--- src/hdl/bpc_pkg.sv ---
`timescale 1ns / 1ps

package bpc_pkg;

   localparam int RAW_W   = 24;
   localparam int CAL_W   = 16;
   localparam int TEMP_W  = 19;
   localparam int PRESS_W = 32;
   localparam int WIDE_W  = 40;

   // accept edge to result strobe edge
   localparam int LATENCY = 11;

   localparam logic signed [TEMP_W-1:0] T_REF = 19'sd2000;
   localparam logic signed [TEMP_W-1:0] T_LOW = -19'sd1500;

   typedef enum logic [2:0] {
      CSR_PRESS_SENS   = 3'd0,
      CSR_PRESS_OFF    = 3'd1,
      CSR_SENS_TC      = 3'd2,
      CSR_OFF_TC       = 3'd3,
      CSR_REF_TEMP     = 3'd4,
      CSR_TEMP_TC      = 3'd5
   } csr_index_type;

   typedef struct packed {
      logic [CAL_W-1:0] press_sens;
      logic [CAL_W-1:0] press_off;
      logic [CAL_W-1:0] sens_tc;
      logic [CAL_W-1:0] off_tc;
      logic [CAL_W-1:0] ref_temp;
      logic [CAL_W-1:0] temp_tc;
   } cal_type;

   // first-order terms
   typedef struct packed {
      logic signed [TEMP_W-1:0] t1;
      logic [17:0]              t2;
      logic signed [WIDE_W-1:0] off;
      logic signed [WIDE_W-1:0] sens;
      logic [RAW_W-1:0]         d1;
   } first_type;

   // after second-order correction
   typedef struct packed {
      logic signed [TEMP_W-1:0] temp;
      logic signed [WIDE_W-1:0] off;
      logic signed [WIDE_W-1:0] sens;
      logic [RAW_W-1:0]         d1;
   } corr_type;

endpackage

--- src/hdl/bpc_press.sv ---
`timescale 1ns / 1ps

module bpc_press (
   input  logic                                 clock,
   input  logic                                 reset,
   input  logic                                 in_valid,
   input  bpc_pkg::corr_type                    in_data,
   output logic                                 out_valid,
   output logic signed [bpc_pkg::TEMP_W-1:0]    out_temperature,
   output logic [bpc_pkg::PRESS_W-1:0]          out_pressure
);

   // stage 7: split multiply, low and high halves of sens
   logic [43:0] plo_in, plo_ff;
   logic signed [44:0] phi_in, phi_ff;
   logic signed [bpc_pkg::WIDE_W-1:0] off7_ff, off8_ff, off9_ff;
   logic signed [bpc_pkg::TEMP_W-1:0] temp7_ff, temp8_ff, temp9_ff, temp10_ff;
   logic v7_ff, v8_ff, v9_ff, v10_ff, v11_ff;

   // stage 8: full product
   logic signed [63:0] prod_in, prod_ff;

   // stage 9: scale by 2^21
   logic signed [63:0] prod_div;
   logic signed [43:0] div21_ff;

   // stage 10: subtract offset
   logic signed [44:0] q_in, q_ff;

   // stage 11: scale by 2^15, output register
   logic signed [44:0] q_div;
   logic [bpc_pkg::PRESS_W-1:0] press_in, press_ff;
   logic signed [bpc_pkg::TEMP_W-1:0] temp_out_ff;
   logic load_out;

   assign plo_in = {20'h00000, in_data.d1} * {24'h000000, in_data.sens[19:0]};
   assign phi_in = 45'($signed({1'b0, in_data.d1})) * 45'($signed(in_data.sens[39:20]));

   assign prod_in = (64'(phi_ff) <<< 20) + $signed({20'h00000, plo_ff});

   // truncate toward zero
   assign prod_div = (prod_ff + (prod_ff[63] ? 64'sd2097151 : 64'sd0)) >>> 21;
   assign q_in     = 45'(div21_ff) - 45'(off9_ff);
   assign q_div    = (q_ff + (q_ff[44] ? 45'sd32767 : 45'sd0)) >>> 15;
   assign press_in = q_div[31:0];

   assign load_out = v10_ff && !reset;

   always_ff @(posedge clock) begin
      if (reset) begin
         v7_ff  <= 1'b0;
         v8_ff  <= 1'b0;
         v9_ff  <= 1'b0;
         v10_ff <= 1'b0;
         v11_ff <= 1'b0;
      end else begin
         v7_ff  <= in_valid;
         v8_ff  <= v7_ff;
         v9_ff  <= v8_ff;
         v10_ff <= v9_ff;
         v11_ff <= v10_ff;
      end
   end

   always_ff @(posedge clock) begin
      plo_ff    <= plo_in;
      phi_ff    <= phi_in;
      off7_ff   <= in_data.off;
      temp7_ff  <= in_data.temp;
      prod_ff   <= prod_in;
      off8_ff   <= off7_ff;
      temp8_ff  <= temp7_ff;
      div21_ff  <= prod_div[43:0];
      off9_ff   <= off8_ff;
      temp9_ff  <= temp8_ff;
      q_ff      <= q_in;
      temp10_ff <= temp9_ff;
   end

   // result fields change only with a strobe
   always_ff @(posedge clock) begin
      if (reset) begin
         press_ff    <= '0;
         temp_out_ff <= '0;
      end else if (load_out) begin
         press_ff    <= press_in;
         temp_out_ff <= temp10_ff;
      end
   end

   assign out_valid       = v11_ff;
   assign out_temperature = temp_out_ff;
   assign out_pressure    = press_ff;

endmodule

--- config.mk ---
export PLATFORM = sky130hd
export DESIGN_NAME = bpc_press
export DESIGN_NICKNAME = d
export VERILOG_FILES = /design/src/hdl/bpc_pkg.sv /design/src/hdl/bpc_press.sv
export SDC_FILE = /design/constraint.sdc
export NUM_CORES = 2
export LEC_CHECK = 0
export ABC_AREA = 1
export BUFFER_PORTS_ARGS = -buffer_cell sky130_fd_sc_hd__buf_4
export CORE_MARGIN = 10
export CORE_UTILIZATION = 55
export DETAILED_ROUTE_END_ITERATION = 6
export PLACE_DENSITY = 0.72
export SYNTH_ARGS = -nofsm -noshare
export SYNTH_HDL_FRONTEND = slang
export SYNTH_SLANG_ARGS = --single-unit
export TNS_END_PERCENT = 5
--- constraint.sdc ---
create_clock -name clock -period 8.9 [get_ports clock]
set_input_delay 0.445 -clock clock [delete_from_list [all_inputs] [get_ports clock]]
set_output_delay 0.445 -clock clock [all_outputs]
set_load 0.01 [all_outputs]
---- Word level (Yosys, flattened, before mapping) ----
Cells that the tools add are included.
Widths: inputs -> output; s select.
word-level totals
  flip-flop bits (word level) ............. 490
  output and inout bits ................... 52
  word-level logic and storage cells ...... 29
operators by class
  add/sub/neg operators ................... 4
  multipliers ............................. 2
  multiplexer cells ....................... 2
  reduce and logical (&&, ||, !) cells .... 2
operator list
  operator           number
  $add 64x22->64     1
  $add 64x45->64     1
  $add 45x16->45     1
  $mul 24x20->44     1
  $mul 25x20->44     1
  $sub 43x40->44     1
  $mux 21            1
  $mux 15            1
  $logic_and 1x1->1  1
  $logic_not 1->1    1

---- Logic depth before layout (Yosys ltp) ----
  depth after elaboration ................. 2
  gate-level depth with buffers ........... 29

---- Worst setup path after synthesis ----
No wires, ideal clock.
  kind .................................... input -> register
  start ................................... in in_data[49] (netlist bit)
  end ..................................... reg phi_ff[43]
  data arrival time ....................... 5.725 ns
  required time ........................... 8.788 ns
  setup slack ............................. 3.062 ns
  stages .................................. 22
  cells stage by stage .................... clkbuf_1 -> nand2_1 -> fa_1 -> fa_1 -> fa_1 -> fa_1 -> inv_1 -> fa_1 -> fa_1 -> inv_1 -> fa_1 -> inv_1 -> ha_1 -> nand2_1 -> nor2_1 -> inv_1 -> nor3_1 -> nand2_1 -> nand3_2 -> nand2_1 -> nand3b_1 -> nand2_1
on the way
  longest elaborated chain between the ends .. 1
ends and longest elaborated chain
  element               line             source
  from (decl)           bpc_press.sv:7   input bpc_pkg::corr_type in_data,
  $mul 25x20->44        bpc_press.sv:37  assign phi_in = 45'($signed({1'b0, in_data.d1})) * 45'($signed(in_data.sens[39:20]));
  named net phi_in[43]  bpc_press.sv:15  logic signed [44:0] phi_in, phi_ff;
  to (signal assigned)  bpc_press.sv:67  phi_ff <= phi_in;
  to (decl)             bpc_press.sv:15
The timed path passes the listed nets, and every way through them passes these cells.
A chain may end at the register's enable or synchronous reset.

---- Worst setup path after layout ----
  start ................................... in in_data[10] (netlist bit)
  end ..................................... reg phi_ff[21]
Same word-level chain as after synthesis.

==> metrics.md <==
| Metric | Value |
|---|---|
| Outcome | completed |
| Layout net count | 8883 |
| RSZ-0062 raised after global routing | false |
| Pre-antenna DRT Iters | 7 |
| First-pass GRT wire length | 258000 um |
| Residual overflow from global routing | 0 |
| Worst Hold Margin | 0.0312 ns |
| Worst-skew pair later-pin latency | 0.61 ns |
| Die area | 112000 sq um |
| CTS tree | yes |
| Placed inst area | 56900 sq um |
| Max Fclk | 0.165 GHz |
| Slew Limit Fails | 0 |
| Clk slew on worst S/H paths | 0.07 ns |
| I/O Buffers | 177 |
| DRT iter0 DRCs | 3361 |
| Largest net degree at the start of global routing | 41 |
| Number of flops mapped to enable cells by yosys | 0 |
| Area of the multi-input gates | 37300 sq um |
| DRC | 0 |
| Total GRT Usage | 29.0% |
| Synth Area per Inst | 7.35 sq um |
| Site Rows | 115 |
| Hold Crit Class | in2reg |
| DR vias | 46400 |
| Core footprint | 98600 sq um |
| Post-CTS Setup Inserts | 0 |
| Async SR Flop Fraction | 0% |
| Worst-margin pin slew | 0.943 ns |
| Mapped cell area | 54700 sq um |
| CP endpoint kind | register |
| Setup TNS | 0 ns |
| Routability Congestion | 0.978 |
| H-tree depth | 2 |
| Final hold viol count | 0 |
| CTS Root Cell | clkbuf_16 |
| Pre-CTS setup slack | 2.22 ns |
| Number of routed nets with antenna violations | 0 |
| Vias per cell | 5.24 |
| Yosys reg bits | 489 |
| Vias in the first global route | 47800 |
| Fillers | 9097 |
| Worst Skew | 0.0324 ns |
| Top FF cell, synth | dfxtp_1 |
| Buffer depth of the longest clock path | 3 |
| FF+latch area | 9790 sq um |
| Minimum clock period | 6.05 ns |
| Final WL | 162000 um |
| Ports | 178 |
| DIE HEIGHT | 335 um |
| Worst path required time | 9.41 ns |
| CTS buffer count | 46 |
| Mapped Cells | 7445 |
| Yosys cell types | 50 |
| Worst setup margin | 2.85 ns |
| Startpoint types | input pin |
| # clock sinks | 489 |
| Critical path arrival | 6.56 ns |
| Synth warn | 0 |
| Tcrit/Tclk final | 68.0% |
| Setup violators final | 0 |
| Layout cells sized above 1 | 4.37% |
| Die width | 335 um |
| Slew margin rel. | 37.1% |
| DP HPWL | 127000 um |
| Syn Nets | 8788 |
| Sequential area share after synthesis | 17.9% |
| Max-cap violations | 0 |
| Final instance area | 59200 sq um |
| Area growth syn-to-layout | 8.16% |
| Worst Path Max Fanout | 40 |
| Setup CP Type | in2reg |
| Starting density of the core | 55.5% |
| Post-DR wirelength/cell | 18.3 um |
| Initial antenna violation count | 4 |
through the flow:
step | utilization (%) | std cells
after floorplan | - | 7445
after detailed placement | 57.8 | 8720
after global placement | 57.8 | 8720
after global routing | 60.0 | 8866
after CTS | 60.0 | 8864
final | 60.0 | 8867
sequential cells by signal, indices dropped and copies added, names as in the netlist, 19 cells and up:
| register | cells |
|---|---|
| prod_ff | 64 |
| out_temperature | 19 |
| off9_ff | 40 |
| off7_ff | 40 |
| off8_ff | 40 |
| temp7_ff | 19 |
| div21_ff | 43 |
| q_ff | 44 |
| plo_ff | 44 |
| out_pressure | 30 |
| temp9_ff | 19 |
| temp10_ff | 19 |
| phi_ff | 44 |
| temp8_ff | 19 |
final cells by class:
type,instances,share of cell area [%]
clock inverters,31,0.725
inverters,1846,11.7
clock buffers,54,2.03
flip-flops and latches,489,16.5
multi-input cells,4916,63.0
diodes,3,0.0127
well taps,1287,2.72
repair buffers,241,3.31
layout by cell type (no fill, tap or decap), drive strengths merged, types with 4 or more instances in the layout:
cell / instances
a21o: 15
a21oi: 230
a31oi: 6
and2: 5
and3: 4
buf: 182
bufinv: 7
clkbuf: 54
clkinv: 14
dfxtp: 489
dlygate4sd3: 59
fa: 787
ha: 430
inv: 1854
nand2: 2207
nand3: 273
nand3b: 19
nand4: 67
nor2: 473
nor3: 57
nor4: 12
o21a: 11
o21ai: 164
o21bai: 17
or2: 16
xnor2: 28
xor2: 83
routing by layer:
layer  share of wire [%]  track usage [%]  wire length (um)
met5               0.019                0                31
met4                 4.0             10.5              6410
met3                 7.5             4.44             12200
met2                  48             50.0             77800
met1                  41             36.5             65700
critical path: stages:
cell     delay [ns]
buf_4          0.51
nand2_1        0.17
fa_1           0.54
fa_1           0.58
fa_1           0.45
fa_1           0.56
inv_1          0.06
fa_1           0.50
fa_1           0.55
inv_1          0.05
fa_1           0.52
inv_1          0.05
ha_1           0.37
nand2_1        0.15
nor2_1         0.29
nand2_1        0.09
inv_1          0.10
nand4_1        0.08
nand3_1        0.18
xor2_1         0.29
path summary, 6_finish.rpt:
check          startpoint           end  slack (ns)  cells after the start
max           in_data[10]    phi_ff[21]        2.85                     20
min                 reset        v10_ff        0.03                      2
max reg2reg   prod_ff[63]  div21_ff[35]        6.09                      8
min reg2reg  temp7_ff[12]  temp8_ff[12]        0.32                      0
cell families (layout without fill, tap and decap cells):
kind of cell	Yosys count	count (layout)	synth area share, %
AO/OA/AOI/OAI	448	448	4.37
XOR/XNOR	111	111	1.78
buffers and inverters	2040	2172	14.0
AND/OR/NAND/NOR	3140	3140	23.3
other	0	3	0
adder cells (fa/ha/maj)	1217	1217	38.6
flip-flops	489	489	17.9
cells in the mapped netlist (2+ instances only):
library cell  count  area (sq um)
buf_4             3          22.5
buf_2             2          10.0
and2_0            2          12.5
a21boi_0          3          22.5
a31oi_1           6          37.5
clkbuf_1        186           698
xnor2_1          28           245
nor3b_1           2          15.0
nor2_4            3          33.8
inv_1          1840          6910
or2_2            14          87.6
and3_1            4          25.0
o21ai_2           4          35.0
nand4_1          64           400
inv_2             5          18.8
buf_1             3          11.3
a21oi_1         229          1150
nand2_2           9          56.3
o21a_1           11          82.6
dfxtp_1         489          9790
nor2_2            4          25.0
or3_1             2          12.5
nor4_1            9          56.3
nand3_1         264          1320
or2_1             2          12.5
xor2_1           83           727
o21ai_0         158           791
fa_1            787         15800
and2_1            2          12.5
nor3_1           48           240
nand2_1        2197          8250
nand3b_1         19           143
nor4_2            3          37.5
nand3_2           9          90.1
nor3_2            9          90.1
nor2_1          466          1750
a21o_1           15           113
ha_1            430          5380
o21bai_1         17           128
o21ai_1           2          10.0
nand4_2           3          37.5
what timing repair did:
| item | in CTS | in global routing |
|---|---|---|
| gates resized for setup | 0 | 0 |
| hold buffers | 59 | 0 |
| endpoints found under the hold margin | 59 | 0 |
Power is not shown: default switching activity piles up to over one toggle a cycle in this logic, so the estimate is an artifact.
