File: src/hdl/bpc_pkg.sv
`timescale 1ns / 1ps

package bpc_pkg;

   localparam int RAW_W   = 24;
   localparam int CAL_W   = 16;
   localparam int TEMP_W  = 19;
   localparam int PRESS_W = 32;
   localparam int WIDE_W  = 40;

   // accept edge to result strobe edge
   localparam int LATENCY = 11;

   localparam logic signed [TEMP_W-1:0] T_REF = 19'sd2000;
   localparam logic signed [TEMP_W-1:0] T_LOW = -19'sd1500;

   typedef enum logic [2:0] {
      CSR_PRESS_SENS   = 3'd0,
      CSR_PRESS_OFF    = 3'd1,
      CSR_SENS_TC      = 3'd2,
      CSR_OFF_TC       = 3'd3,
      CSR_REF_TEMP     = 3'd4,
      CSR_TEMP_TC      = 3'd5
   } csr_index_type;

   typedef struct packed {
      logic [CAL_W-1:0] press_sens;
      logic [CAL_W-1:0] press_off;
      logic [CAL_W-1:0] sens_tc;
      logic [CAL_W-1:0] off_tc;
      logic [CAL_W-1:0] ref_temp;
      logic [CAL_W-1:0] temp_tc;
   } cal_type;

   // first-order terms
   typedef struct packed {
      logic signed [TEMP_W-1:0] t1;
      logic [17:0]              t2;
      logic signed [WIDE_W-1:0] off;
      logic signed [WIDE_W-1:0] sens;
      logic [RAW_W-1:0]         d1;
   } first_type;

   // after second-order correction
   typedef struct packed {
      logic signed [TEMP_W-1:0] temp;
      logic signed [WIDE_W-1:0] off;
      logic signed [WIDE_W-1:0] sens;
      logic [RAW_W-1:0]         d1;
   } corr_type;

endpackage

File: src/hdl/bpc_first.sv
`timescale 1ns / 1ps

module bpc_first (
   input  logic                          clock,
   input  logic                          reset,
   input  logic                          in_valid,
   input  logic [bpc_pkg::RAW_W-1:0]     raw_pressure,
   input  logic [bpc_pkg::RAW_W-1:0]     raw_temperature,
   input  bpc_pkg::cal_type              cal,
   output logic                          out_valid,
   output bpc_pkg::first_type            out_data
);

   // stage 1: temperature delta
   logic signed [24:0] dt_in, dt_ff;
   logic [bpc_pkg::RAW_W-1:0] d1a_ff, d1b_ff;
   logic v1_ff, v2_ff, v3_ff;

   // stage 2: products
   logic signed [41:0] m6_in, m6_ff;
   logic signed [41:0] m4_in, m4_ff;
   logic signed [41:0] m3_in, m3_ff;
   logic signed [49:0] sq_in, sq_ff;

   // stage 3: first-order terms
   logic signed [41:0] t_div, off_div, sens_div;
   bpc_pkg::first_type first_in, first_ff;

   assign dt_in = $signed({1'b0, raw_temperature}) - $signed({1'b0, cal.ref_temp, 8'h00});

   assign m6_in = 42'(dt_ff) * 42'($signed({1'b0, cal.temp_tc}));
   assign m4_in = 42'(dt_ff) * 42'($signed({1'b0, cal.off_tc}));
   assign m3_in = 42'(dt_ff) * 42'($signed({1'b0, cal.sens_tc}));
   assign sq_in = 50'(dt_ff) * 50'(dt_ff);

   // truncate toward zero
   assign t_div    = (m6_ff + (m6_ff[41] ? 42'sd8388607 : 42'sd0)) >>> 23;
   assign off_div  = (m4_ff + (m4_ff[41] ? 42'sd127 : 42'sd0)) >>> 7;
   assign sens_div = (m3_ff + (m3_ff[41] ? 42'sd255 : 42'sd0)) >>> 8;

   always_comb begin
      first_in.t1   = bpc_pkg::T_REF + $signed(t_div[18:0]);
      first_in.t2   = sq_ff[48:31];
      first_in.off  = $signed({8'h00, cal.press_off, 16'h0000}) + $signed(off_div[39:0]);
      first_in.sens = $signed({9'h000, cal.press_sens, 15'h0000}) + $signed(sens_div[39:0]);
      first_in.d1   = d1b_ff;
   end

   always_ff @(posedge clock) begin
      if (reset) begin
         v1_ff <= 1'b0;
         v2_ff <= 1'b0;
         v3_ff <= 1'b0;
      end else begin
         v1_ff <= in_valid;
         v2_ff <= v1_ff;
         v3_ff <= v2_ff;
      end
   end

   always_ff @(posedge clock) begin
      dt_ff    <= dt_in;
      d1a_ff   <= raw_pressure;
      m6_ff    <= m6_in;
      m4_ff    <= m4_in;
      m3_ff    <= m3_in;
      sq_ff    <= sq_in;
      d1b_ff   <= d1a_ff;
      first_ff <= first_in;
   end

   assign out_valid = v3_ff;
   assign out_data  = first_ff;

endmodule

File: config.mk
export PLATFORM = sky130hd
export DESIGN_NAME = bpc_first
export DESIGN_NICKNAME = d
export VERILOG_FILES = /design/src/hdl/bpc_pkg.sv /design/src/hdl/bpc_first.sv
export SDC_FILE = /design/constraint.sdc
export NUM_CORES = 2
export LEC_CHECK = 0
export ABC_CLOCK_PERIOD_IN_PS = 9800
export BUFFER_PORTS_ARGS = -buffer_cell sky130_fd_sc_hd__buf_2
export CELL_PAD_IN_SITES_DETAIL_PLACEMENT = 0
export CELL_PAD_IN_SITES_GLOBAL_PLACEMENT = 1
export CORE_MARGIN = 5
export CORE_UTILIZATION = 51
export DETAILED_ROUTE_END_ITERATION = 10
export GPL_TIMING_DRIVEN = 0
export PLACE_DENSITY_LB_ADDON = 0.08
export SYNTH_ARGS = -nofsm -noshare
export SYNTH_HDL_FRONTEND = slang
export SYNTH_SLANG_ARGS = --single-unit
File: constraint.sdc
create_clock -name clock -period 9.8 [get_ports clock]
set_input_delay 0.49 -clock clock [delete_from_list [all_inputs] [get_ports clock]]
set_output_delay 0.49 -clock clock [all_outputs]
set_load 0.005 [all_outputs]
## Word level (Yosys, flattened, before mapping)

Index checks and enable logic that the tools add are counted.

| cells by class | value |
|---|---|
| add/sub/neg operators | 7 |
| multiply operators | 4 |
| multiplexer cells | 3 |

Operators with widths:

| kind | number |
|---|---|
| 25-bit by 17-bit multiplier with 42-bit output | 3 |
| 25-bit by 25-bit multiplier with 49-bit output | 1 |
| 42-bit by 24-bit adder with 42-bit output | 1 |
| 42-bit by 8-bit adder with 42-bit output | 1 |
| 42-bit by 9-bit adder with 42-bit output | 1 |
| 33-bit by 35-bit adder with 36-bit output | 1 |
| 32-bit by 34-bit adder with 35-bit output | 1 |
| 24-bit by 24-bit subtractor with 25-bit output | 1 |
| 23-bit two-way mux | 1 |
| 12-bit by 19-bit adder with 19-bit output, first input constant | 1 |
| 8-bit two-way mux | 1 |
| 7-bit two-way mux | 1 |

| storage, ports and cells | value |
|---|---|
| flip-flop bits (word level) | 383 |
| input bits | 147 |
| output and inout bits | 142 |
| word-level logic and storage cells | 29 |

## Depth between registers and ports, before layout

| depth | value |
|---|---|
| depth in word-level cells | 3 |
| gate-level depth with buffers | 28 |
| gate-level depth less buffers | 26 |

## Worst setup path before layout

No wires, ideal clock.

| timing path | value |
|---|---|
| path type | register -> register |
| from | register dt_ff[24] |
| to | register sq_ff[48] |
| setup time | 0.072 ns |
| arrival | 7.247 ns |
| required time | 9.728 ns |
| slack | 2.481 ns |
| stages on the path, launching flop included | 24 |
| buffers on the path | 2 |
| clock period less this slack | 7.319 ns |
| cell sequence | dfxtp_1 > clkbuf_1 > buf_1 > nand2_1 > inv_1 > fa_1 > fa_1 > inv_1 > fa_1 > inv_1 > fa_1 > fa_1 > fa_1 > fa_1 > ha_1 > a21o_1 > a21o_1 > a21o_1 > a21oi_1 > o21ai_0 > or3_1 > a31o_2 > a31oi_1 > xnor2_1 |

| between the ends | value |
|---|---|
| cells in the longest elaborated chain, start to end | 1 |

Ends and longest elaborated chain:

| element | line | source |
|---|---|---|
| start: declaration | bpc_first.sv:15 | `logic signed [24:0] dt_in, dt_ff;` |
| start signal: assignment | bpc_first.sv:62 | `dt_ff <= dt_in;` |
| 25-bit by 25-bit multiplier with 49-bit output | bpc_first.sv:34 | `assign sq_in = 50'(dt_ff) * 50'(dt_ff);` |
| via sq_in[48] | bpc_first.sv:23 | `logic signed [49:0] sq_in, sq_ff;` |
| end signal: assignment | bpc_first.sv:67 | `sq_ff <= sq_in;` |
| end: declaration | bpc_first.sv:23 |  |

The timed path passes the listed nets, and every way through them passes these cells.
A chain may end at the register's enable or synchronous reset.

## Final worst setup path

| timing path | value |
|---|---|
| from | register dt_ff[11] |
| to | register sq_ff[43] |

The elaborated chain is that of the path after synthesis.

==> metrics <==
outcome finished, violations left; failing checks capacitance limit, slew limit; vias in the first global route 58900; Worst Setup EP sq_ff[43]; via count 53900; die outline width 391 um; root buffer cell clkbuf_16; Required @ worst endpoint 10.33 ns; Nets 10700; total die area 153000 um^2; wire per inst 22.5 um; largest net degree at the start of global routing 25; DRT antenna net count 0; Post-Syn Area 74200 um^2; CP startpoint dt_ff[11]; YS warnings 0; Detailed Routing Iterations Pass 1 5; CP Capture Type flip-flop; period utilization 0.995; GRT Overall Usage 0.310; metal3 WL 18300 um; #FFs+latches synth 352; htree depth 2; Post-route DRC 0; Rel. slew slack -0.0421; r2r setup slk 0.05 ns; Hold Fails Final Rpt 0; Post-Layout Cell Count 10200; area growth from synthesis to layout 7.77%; vias per cell 5.27; Worst-Skew Late Latency 0.64 ns; Longest Clk Path Bufs 3; DRT met1 WL 89400 um; max cap viols 4; Post-Syn Nets 10400; Final min period 9.75 ns; Congestion Overflow GR 0; CTS tree built; Yosys cell types 73; synthesized instance count 7919; worst-path maximum fanout 10; Reg2Reg Depth 24; Placed Cells 10100; Filler cells 13700; Top Layer Used met5; Num CTS Buffers 42; endpoints failing setup 0; CORE AREA 145000 um^2; min-delay worst type in2reg; Reg clk slew, reported paths 0.06 ns; final core occ 0.551; Reg-to-Reg Start dt_ff[11]; Worst Max-Slew Pin Slew 1.56 ns; max-slew violations 48; Fmax 0.103 GHz; CP startpoint kind flip-flop; met2 WL 109000 um; initial antenna violation count 26; final RePlAce weighted congestion 0.963; fraction of layout cells with a size suffix above 1 0.0508; routed wire length 230000 um; commonest non-fill, non-tap cell in the layout inv_1; clk_skew 0.0451 ns; Initial DRC Count 3288; RSZ-0062 raised after global routing false; Cell Rows 140; global-route wire length before repair 353000 um; # IOs 289; Initial Utilization 0.511; FF-to-FF End sq_ff[43]; critical path class reg2reg; clock sinks 352; Mapped Avg Cell Area 9.37 um^2; Worst EP arrival 10.28 ns; asr flop ratio synth 0; EDFF count, synth 0; post-DP HPWL 192000 um; post-synthesis sequential area ratio 0.0950; Die Y 391 um; most frequent cells in the layout inv_1 (2054), fa_1 (1773), nand2_1 (1002); port bufs 270; most used flip-flop cell after synthesis dfxtp_1
[critical path, stage by stage (launching register included)]
cell and delay (ns):
dfxtp_1 0.42, clkbuf_1 0.70, clkbuf_2 0.57, clkbuf_2 0.55, nand2_1 0.20, fa_1 0.54
fa_1 0.58, inv_1 0.08, fa_1 0.51, fa_1 0.68, fa_1 0.50, fa_1 0.53
inv_1 0.06, fa_1 0.48, inv_1 0.04, ha_1 0.28, nand2_1 0.06, nor2_1 0.30
o221ai_1 0.32, a211oi_2 0.61, nor4_4 0.16, o41ai_4 0.63, a31o_4 0.28, or4b_1 0.44
o211ai_1 0.10
[area by class of cell]
cell class | instances | area (um^2) | share of cell area
inverters | 2054 | 7710 | 0.0964
clock buffers | 51 | 1140 | 0.0143
clock inverters | 27 | 393 | 0.00491
plain buffers | 330 | 1360 | 0.0170
well taps | 1917 | 2400 | 0.0300
multi-input cells | 5181 | 58200 | 0.727
repair buffers | 305 | 1710 | 0.0214
flip-flops and latches | 352 | 7050 | 0.0882
diodes | 14 | 35.0 | 0.000438
[worst min path at each step]
stage | end | start | cells past startpoint | slack [ns]
global route | v1_ff | in_valid | 2 | 0.04
floorplan | d1b_ff[0] | d1a_ff[0] | 0 | 0.31
finish | v1_ff | in_valid | 2 | 0.06
global placement | out_data[18] | d1b_ff[18] | 0 | 0.31
detailed placement | d1b_ff[10] | d1a_ff[10] | 0 | 0.31
CTS | v1_ff | in_valid | 2 | 0.02
[state kept, by name, indices dropped and copies added (netlist names)]
signal / cells
out_data: 132
m3_ff: 42
m4_ff: 42
m6_ff: 42
dt_ff: 25
d1a_ff: 24
d1b_ff: 24
sq_ff: 18
out_valid: 1
v1_ff: 1
v2_ff: 1
[stage by stage]
step | hold slack (ns) | worst slack, ns | instance area, um^2 | setup TNS, ns
after floorplan | 0.310 | 2.48 | 74200 | 0
after global placement | 0.310 | -0.955 | 77900 | -8.53
after detailed placement | 0.312 | -0.918 | 78000 | -7.78
after CTS | 0.0159 | 0.0173 | 79800 | 0
after global routing | 0.0416 | 0.0244 | 79900 | 0
final | 0.0596 | 0.0493 | 80000 | 0
[repair_timing]
item | CTS | global route
hold buffers | 33 | 0
resized for setup | 16 | 50
endpoints found under the hold margin | 35 | 0
buffers inserted | 0 | 0
setup endpoints to repair | 16 | 10
[cell families after synthesis]
logic type | after synthesis | synth area share
multiplexers | 4 | 0.000540
AND/OR/NAND/NOR | 2089 | 0.136
adder cells (fa/ha/maj) | 2315 | 0.570
AO/OA/AOI/OAI | 495 | 0.0447
XOR/XNOR | 278 | 0.0328
buffers and inverters | 2386 | 0.121
flip-flops | 352 | 0.0950
[Yosys cell counts (4+ instances only)]
cell	number	area share
a2111oi_0	12	0.0014
a211o_1	9	0.0011
a211oi_1	20	0.0020
a21boi_0	8	0.00081
a21o_1	54	0.0055
a21oi_1	150	0.010
a221oi_1	6	0.00071
a22o_1	4	0.00047
a31o_2	7	0.00083
a31oi_1	13	0.0011
and2_1	608	0.051
and3_1	31	0.0026
and4_1	6	0.00071
buf_1	6	0.00030
buf_4	9	0.00091
clkbuf_1	317	0.016
dfxtp_1	352	0.095
fa_1	1773	0.48
ha_1	542	0.091
inv_1	2054	0.10
mux2i_1	4	0.00054
nand2_1	1002	0.051
nand2b_1	32	0.0027
nand3_1	73	0.0049
nand3b_1	4	0.00040
nand4_1	34	0.0029
nor2_1	155	0.0078
nor2b_1	47	0.0040
nor3_1	50	0.0034
nor4_1	4	0.00034
o2111ai_1	13	0.0015
o211ai_1	13	0.0013
o21a_1	32	0.0032
o21ai_0	77	0.0052
o21ba_2	4	0.00054
o21bai_1	21	0.0021
o311ai_0	7	0.00083
o31a_1	6	0.00071
o31ai_1	8	0.00081
or2_2	12	0.0010
or3_1	17	0.0014
xnor2_1	199	0.023
xor2_1	79	0.0093
[layer usage]
layer / up-vias / track usage
met5: - / 0
met4: 12 / 0.130
met3: 504 / 0.0649
met2: 1900 / 0.521
met1: 27700 / 0.392
li1: 23800 / -
Power is left out: the tool's default activity adds up to more than one toggle a clock period on the data nets, which glitch-free logic cannot reach.
