**src/hdl/bpc_pkg.sv**
```systemverilog
`timescale 1ns / 1ps

package bpc_pkg;

   localparam int RAW_W   = 24;
   localparam int CAL_W   = 16;
   localparam int TEMP_W  = 19;
   localparam int PRESS_W = 32;
   localparam int WIDE_W  = 40;

   // accept edge to result strobe edge
   localparam int LATENCY = 11;

   localparam logic signed [TEMP_W-1:0] T_REF = 19'sd2000;
   localparam logic signed [TEMP_W-1:0] T_LOW = -19'sd1500;

   typedef enum logic [2:0] {
      CSR_PRESS_SENS   = 3'd0,
      CSR_PRESS_OFF    = 3'd1,
      CSR_SENS_TC      = 3'd2,
      CSR_OFF_TC       = 3'd3,
      CSR_REF_TEMP     = 3'd4,
      CSR_TEMP_TC      = 3'd5
   } csr_index_type;

   typedef struct packed {
      logic [CAL_W-1:0] press_sens;
      logic [CAL_W-1:0] press_off;
      logic [CAL_W-1:0] sens_tc;
      logic [CAL_W-1:0] off_tc;
      logic [CAL_W-1:0] ref_temp;
      logic [CAL_W-1:0] temp_tc;
   } cal_type;

   // first-order terms
   typedef struct packed {
      logic signed [TEMP_W-1:0] t1;
      logic [17:0]              t2;
      logic signed [WIDE_W-1:0] off;
      logic signed [WIDE_W-1:0] sens;
      logic [RAW_W-1:0]         d1;
   } first_type;

   // after second-order correction
   typedef struct packed {
      logic signed [TEMP_W-1:0] temp;
      logic signed [WIDE_W-1:0] off;
      logic signed [WIDE_W-1:0] sens;
      logic [RAW_W-1:0]         d1;
   } corr_type;

endpackage

```
**src/hdl/bpc_second.sv**
```systemverilog
`timescale 1ns / 1ps

module bpc_second (
   input  logic                  clock,
   input  logic                  reset,
   input  logic                  in_valid,
   input  bpc_pkg::first_type    in_data,
   output logic                  out_valid,
   output bpc_pkg::corr_type     out_data
);

   // stage 4: squared deltas and range flags
   logic signed [bpc_pkg::TEMP_W-1:0] a_w, b_w;
   logic signed [37:0] asq, bsq;
   logic [35:0] a2_ff, b2_ff;
   logic lt_in, lt_ff, lm_in, lm_ff;
   bpc_pkg::first_type f4_ff;
   logic v4_ff, v5_ff, v6_ff;

   // stage 5: correction sums
   logic [39:0] a5, b7, b11;
   logic [39:0] off2_in, off2_ff, sens2_in, sens2_ff;
   logic signed [bpc_pkg::TEMP_W-1:0] temp_in, temp_ff;
   logic signed [bpc_pkg::WIDE_W-1:0] off5_ff, sens5_ff;
   logic [bpc_pkg::RAW_W-1:0] d15_ff;

   // stage 6: corrected terms
   bpc_pkg::corr_type corr_in, corr_ff;

   assign a_w   = in_data.t1 - bpc_pkg::T_REF;
   assign b_w   = in_data.t1 - bpc_pkg::T_LOW;
   assign asq   = 38'(a_w) * 38'(a_w);
   assign bsq   = 38'(b_w) * 38'(b_w);
   assign lt_in = in_data.t1 < bpc_pkg::T_REF;
   assign lm_in = in_data.t1 < bpc_pkg::T_LOW;

   assign a5  = 40'({a2_ff, 2'b00}) + 40'(a2_ff);
   assign b7  = 40'({b2_ff, 3'b000}) - 40'(b2_ff);
   assign b11 = 40'({b2_ff, 3'b000}) + 40'({b2_ff, 1'b0}) + 40'(b2_ff);

   assign off2_in  = (lt_ff ? (a5 >> 1) : 40'd0) + (lm_ff ? b7 : 40'd0);
   assign sens2_in = (lt_ff ? (a5 >> 2) : 40'd0) + (lm_ff ? (b11 >> 1) : 40'd0);
   assign temp_in  = f4_ff.t1 - (lt_ff ? $signed({1'b0, f4_ff.t2}) : 19'sd0);

   always_comb begin
      corr_in.temp = temp_ff;
      corr_in.off  = off5_ff - $signed(off2_ff);
      corr_in.sens = sens5_ff - $signed(sens2_ff);
      corr_in.d1   = d15_ff;
   end

   always_ff @(posedge clock) begin
      if (reset) begin
         v4_ff <= 1'b0;
         v5_ff <= 1'b0;
         v6_ff <= 1'b0;
      end else begin
         v4_ff <= in_valid;
         v5_ff <= v4_ff;
         v6_ff <= v5_ff;
      end
   end

   always_ff @(posedge clock) begin
      a2_ff    <= asq[35:0];
      b2_ff    <= bsq[35:0];
      lt_ff    <= lt_in;
      lm_ff    <= lm_in;
      f4_ff    <= in_data;
      off2_ff  <= off2_in;
      sens2_ff <= sens2_in;
      temp_ff  <= temp_in;
      off5_ff  <= f4_ff.off;
      sens5_ff <= f4_ff.sens;
      d15_ff   <= f4_ff.d1;
      corr_ff  <= corr_in;
   end

   assign out_valid = v6_ff;
   assign out_data  = corr_ff;

endmodule

```
**config.mk**
```make
export PLATFORM = sky130hd
export DESIGN_NAME = bpc_second
export DESIGN_NICKNAME = d
export VERILOG_FILES = /design/src/hdl/bpc_pkg.sv /design/src/hdl/bpc_second.sv
export SDC_FILE = /design/constraint.sdc
export NUM_CORES = 2
export LEC_CHECK = 0
export ABC_AREA = 1
export BUFFER_PORTS_ARGS = -buffer_cell sky130_fd_sc_hd__buf_2
export CAP_MARGIN = 5
export CORE_ASPECT_RATIO = 2
export CORE_UTILIZATION = 30
export CTS_BUF_LIST = sky130_fd_sc_hd__clkbuf_4 sky130_fd_sc_hd__clkbuf_8
export CTS_CLUSTER_SIZE = 25
export DETAILED_ROUTE_END_ITERATION = 10
export SETUP_SLACK_MARGIN = 0.2
export SLEW_MARGIN = 20
export SYNTH_ARGS = -nofsm -noshare
export SYNTH_HDL_FRONTEND = slang
export SYNTH_SLANG_ARGS = --single-unit
```
**constraint.sdc**
```tcl
create_clock -name clock -period 9.6 [get_ports clock]
set_clock_uncertainty 0.15 [all_clocks]
set_input_delay 1.92 -clock clock [delete_from_list [all_inputs] [get_ports clock]]
set_output_delay 1.92 -clock clock [all_outputs]
set_load 0.005 [all_outputs]
```
* Word level (Yosys, flattened, before mapping)
Index checks and enable logic that the tools add are counted.
** Word-level totals
- Output and inout port bits :: 124
- Logic and storage cells :: 42
- Input port bits :: 144
- Register bits after elaboration :: 544
** Cells by class
- Multiply operators :: 2
- Add/sub/neg operators :: 11
- Mux-type cells :: 5
- Order comparisons :: 2
** Operators by type and width (number)
- 40-bit subtractor :: 2
- 19-bit by 19-bit multiplier with 36-bit output :: 2
- 37-bit by 39-bit adder with 40-bit output :: 1
- 38-bit by 40-bit adder with 40-bit output :: 1
- 39-bit by 37-bit adder with 40-bit output :: 1
- 40-bit by 36-bit adder with 40-bit output :: 1
- 40-bit two-way mux :: 1
- 39-bit by 36-bit subtractor with 40-bit output :: 1
- 38-bit by 36-bit adder with 39-bit output :: 1
- 39-bit two-way mux :: 1
- 19-bit by 12-bit less-than comparator with 1-bit output, second input constant :: 2
- 38-bit two-way mux :: 1
- 19-bit by 12-bit subtractor with 19-bit output, second input constant :: 2
- 37-bit two-way mux :: 1
- 19-bit subtractor :: 1
- 18-bit two-way mux :: 1

* Logic depth before layout (Yosys ltp)
- Depth in word-level cells :: 4
- Gate-level depth with buffers :: 41

* Least setup slack after synthesis
Ideal clock, no wire load.
- Path type :: in2reg
- Start :: input port in_data[124] (netlist bit)
- End :: register b2_ff[27]
- Data required time :: 9.337 ns
- Buffers on the path :: 2
- Arrival time :: 8.736 ns
- Library setup time :: 0.113 ns
- Stages :: 38
- Slack :: 0.601 ns
- Path through :: buf_6 clkinv_1 clkbuf_1 ha_1 inv_1 nand2_1 nand2_1 nor2_1 nand2_2 nand2_1 inv_2 o21ai_1 or2_1 nand2_2 nor2_1 inv_1 fa_1 inv_1 [2 not listed] fa_1 inv_1 fa_1 fa_1 inv_1 fa_1 fa_1 inv_1 ha_1 nand2_1 nor2_1 nand3_1 o21ai_0 a21oi_1 o21bai_1 nand2_1 inv_1 nor2_1
** Between the ends
- Word-level cells in the longest chain between the ends :: 2
** RTL lines
- start, declared :: line bpc_second.sv:7 : input bpc_pkg::first_type in_data,
- 19-bit by 12-bit subtractor with 19-bit output :: line bpc_second.sv:31 : assign b_w = in_data.t1 - bpc_pkg::T_LOW;
- 19-bit by 19-bit multiplier with 36-bit output :: line bpc_second.sv:33 : assign bsq = 38'(b_w) * 38'(b_w);
- named net bsq[27] :: line bpc_second.sv:14 : logic signed [37:0] asq, bsq;
- end signal, assigned :: line bpc_second.sv:66 : b2_ff <= bsq[35:0];
- end, declared :: line bpc_second.sv:15 : logic [35:0] a2_ff, b2_ff;
The timed path passes the listed nets, and every way through them passes these cells.
A chain may end at the register's enable or synchronous reset.

* Worst setup path in the final report
- Start :: input port in_data[126] (netlist bit)
- End :: register a2_ff[27]
** Between the ends
- Word-level cells in the longest chain between the ends :: 2
** RTL lines
- 19-bit by 12-bit subtractor with 19-bit output :: line bpc_second.sv:30 : assign a_w = in_data.t1 - bpc_pkg::T_REF;
- 19-bit by 19-bit multiplier with 36-bit output :: line bpc_second.sv:32 : assign asq = 38'(a_w) * 38'(a_w);
- named net asq[27] :: line bpc_second.sv:14
- end signal, assigned :: line bpc_second.sv:65 : a2_ff <= asq[35:0];
- end, declared :: line bpc_second.sv:15
The timed path passes the listed nets, and every way through them passes these cells.

==> metrics.md <==
| Metric | Value |
|---|---|
| Ratio of cells with drive above 1 in the final layout | 8.513% |
| Post-CTS sizing | 0 |
| Post-synthesis instance area | ~0.055 mm² |
| H-tree levels | 3 |
| Yosys cell types | 55 |
| Worst path slowest cell | fa_1 |
| Max-Cap Viols | 0 |
| Largest net degree at the start of global routing | 42 |
| CP peak stage delay | roughly 0.49 ns |
| Max Slew Vio Count | 0 |
| Unrepaired setup endpoints after global routing | false |
| Most instantiated cells after synthesis | inv_1, nand2_1, nor2_1 |
| Initial Util | roughly 30% |
| P&R area growth vs syn | 12.32% |
| Synth top area cells | fa_1, dfxtp_1, ha_1 |
| Pre-CTS setup slack | around 0.12 ns |
| Die extent in x | 304.7 µm |
| Clock Sinks | 538 |
| Final Hold Viols | 0 |
| Via density | slightly below 5 |
| Crit path required time | between 10 and 15 ns |
| Worst setup SP type | input port |
| Seq cells post-synth | between 500 and 600 |
| Bufs on Longest Clock Path | 3 |
| Root Buffer | clkbuf_8 |
| Max Fclk | about 110 MHz |
| Tot GR Track Use | 21.85% |
| CP startpoint | in_data[126] |
| CP Capture Type | flop |
| Util after Layout | between 30% and 40% |
| Most frequent CP cell | inv_1 |
| Setup_tns | 0 ns |
| Top FF cell, synth | dfxtp_1 |
| Delay-heaviest family, CP | adder cells |
| CP max FO | 9 |
| Slew @ Worst Pin | about 1.2 ns |
| Share of flip-flops with an asynchronous set or reset | 0% |
| Post-Syn Instances | approximately 7000 |
| Count of final setup violators | 0 |
| Detail Route Antenna Nets | 0 |
| 1st-pass router iterations | 5 |
| Row cnt | between 200 and 250 |
| DRC | 0 |
| Post-CTS setup buffer count | 0 |
| Tmin final | just under 9 ns |
| Nets | between 8000 and 9000 |
| Die area | 0.1850 mm² |
| YS warnings | 0 |
| RR Startpoint | b2_ff[2]$_DFF_P_ |
| Reg clk slew, reported paths | approximately 0.070 ns |
| Area leader, netlist | fa_1 |
| Io pins | 268 |
| IO buf count | roughly 270 |
| Fin worst setup slack | 0.8857 ns |
| WHS | between 0.1 and 0.15 ns |
| Core ar. | ~0.18 mm² |
| Worst path buffer plus inverter count | 11 |
| Vias in the first global route | approximately 53000 |
| Area share of the largest cell type after synthesis | between 20% and 30% |
| Most common cell in the netlist | inv_1 |
| Status | complete, no violations |
| Worst Setup Path Type | in -> reg |
| Wire length per cell | between 20 and 25 µm |
| DPL Wire Length | 176000 µm |
| Post-synthesis sequential area ratio | roughly a fifth |
| Die span in y | 607.3 µm |
| Post-synth EDFFs | 0 |
| WL final | 203200 µm |
| Worst min path class | reg -> reg |
| Worst Hold Launch | f4_ff[60]$_DFF_P_ |
| GRT overflow | 0 |
| CTS buffer count | 83 |
| Placer's final routability congestion estimate | 1.025 |
| First-pass GRT wire length | between 300000 and 400000 µm |
| Initial antenna violation count | 5 |
| Crit path DAT | between 9 and 10 ns |
| CTS tree | built |
| Hold buffer count at cts | 0 |
| Slew headroom | approximately a fifth |
| DRT iter0 DRCs | 2174 |
| Worst-Skew Late Latency | about 0.86 ns |
| Vias | 48410 |
| Tcrit/Tclk final | roughly 91% |
| Avg Cell Area, Syn | about 7.7 µm² |
[layout make-up]
| cell class | instances | area (µm²) |
|---|---|---|
| sequential | 538 | 10770 |
| timing repair buffer | 381 | 2192 |
| multi-input combinational | 4966 | 38140 |
| fill | 19220 | 119900 |
| tap | 2341 | 2929 |
| inverter | 1528 | 5736 |
| clock inverter | 35 | 485.5 |
| clock buffer | 117 | 1466 |
| antenna | 7 | 17.52 |
[metrics by stage]
stage | std cells | cell area (µm²)
5_1_grt | 9910 | 61730
6_report | 9913 | 61740
3_3_place_gp | 9753 | 59740
2_1_floorplan | 7099 | 54970
3_5_place_dp | 9754 | 59750
4_1_cts | 9906 | 61700
[registers in the layout, summed over array words and instances, names as in the netlist]
| name | flops |
|---|---|
| lt_ff | 1 |
| sens2_ff | 40 |
| temp_ff | 19 |
| off5_ff | 40 |
| off2_ff | 39 |
| v5_ff | 1 |
| b2_ff | 34 |
| a2_ff | 33 |
| d15_ff | 24 |
| v4_ff | 1 |
| lm_ff | 1 |
| out_data | 123 |
| sens5_ff | 40 |
| f4_ff | 141 |
| out_valid | 1 |
[metal layers]
layer  global-route usage [%]  share of wire (%)
met5                        0             0.0064
met4                    21.37                 11
met3                    3.042                3.7
met2                    42.84                 55
met1                    18.13                 31
[cells in the final DEF (no fill, tap or decap), types with 21 or more instances in the layout]
cell type and instances:
buf_2 267, nor2_1 789, clkbuf_8 94, a21o_1 49, o21a_1 21, o21bai_1 63, fa_1 678, inv_1 1487
a31oi_1 55, a21oi_1 475, inv_2 33, buf_4 114, nand4_1 68, clkbuf_4 23, nand2_1 1241, xnor2_1 67
o21ai_0 315, dfxtp_1 536, nor3_1 72, nand3_1 227, ha_1 507, xor2_1 171
[logic make-up after synthesis]
family,count (synthesis),share of synthesized area [%]
AOI/OAI and AO/OA,1047,10.61
other,1,0.006822
adders and majority gates,1185,36.23
xor gates and xnor gates,239,3.842
and+or+nand+nor,2493,18.65
DFF,538,19.59
buffers and inverters,1595,11.06
[final timing paths]
| path | slack [ns] | to | depth (start not counted) |
|---|---|---|---|
| setup / recovery | 0.89 | a2_ff[27]$_DFF_P_ | 35 |
| hold reg to reg | 0.13 | sens5_ff[36]$_DFF_P_ | 0 |
| setup reg to reg | 3.38 | sens2_ff[35]$_DFF_P_ | 20 |
| hold / removal | 0.13 | sens5_ff[36]$_DFF_P_ | 0 |
Power is left out: the tool's default activity adds up to more than one toggle a clock period on the data nets, which glitch-free logic cannot reach.
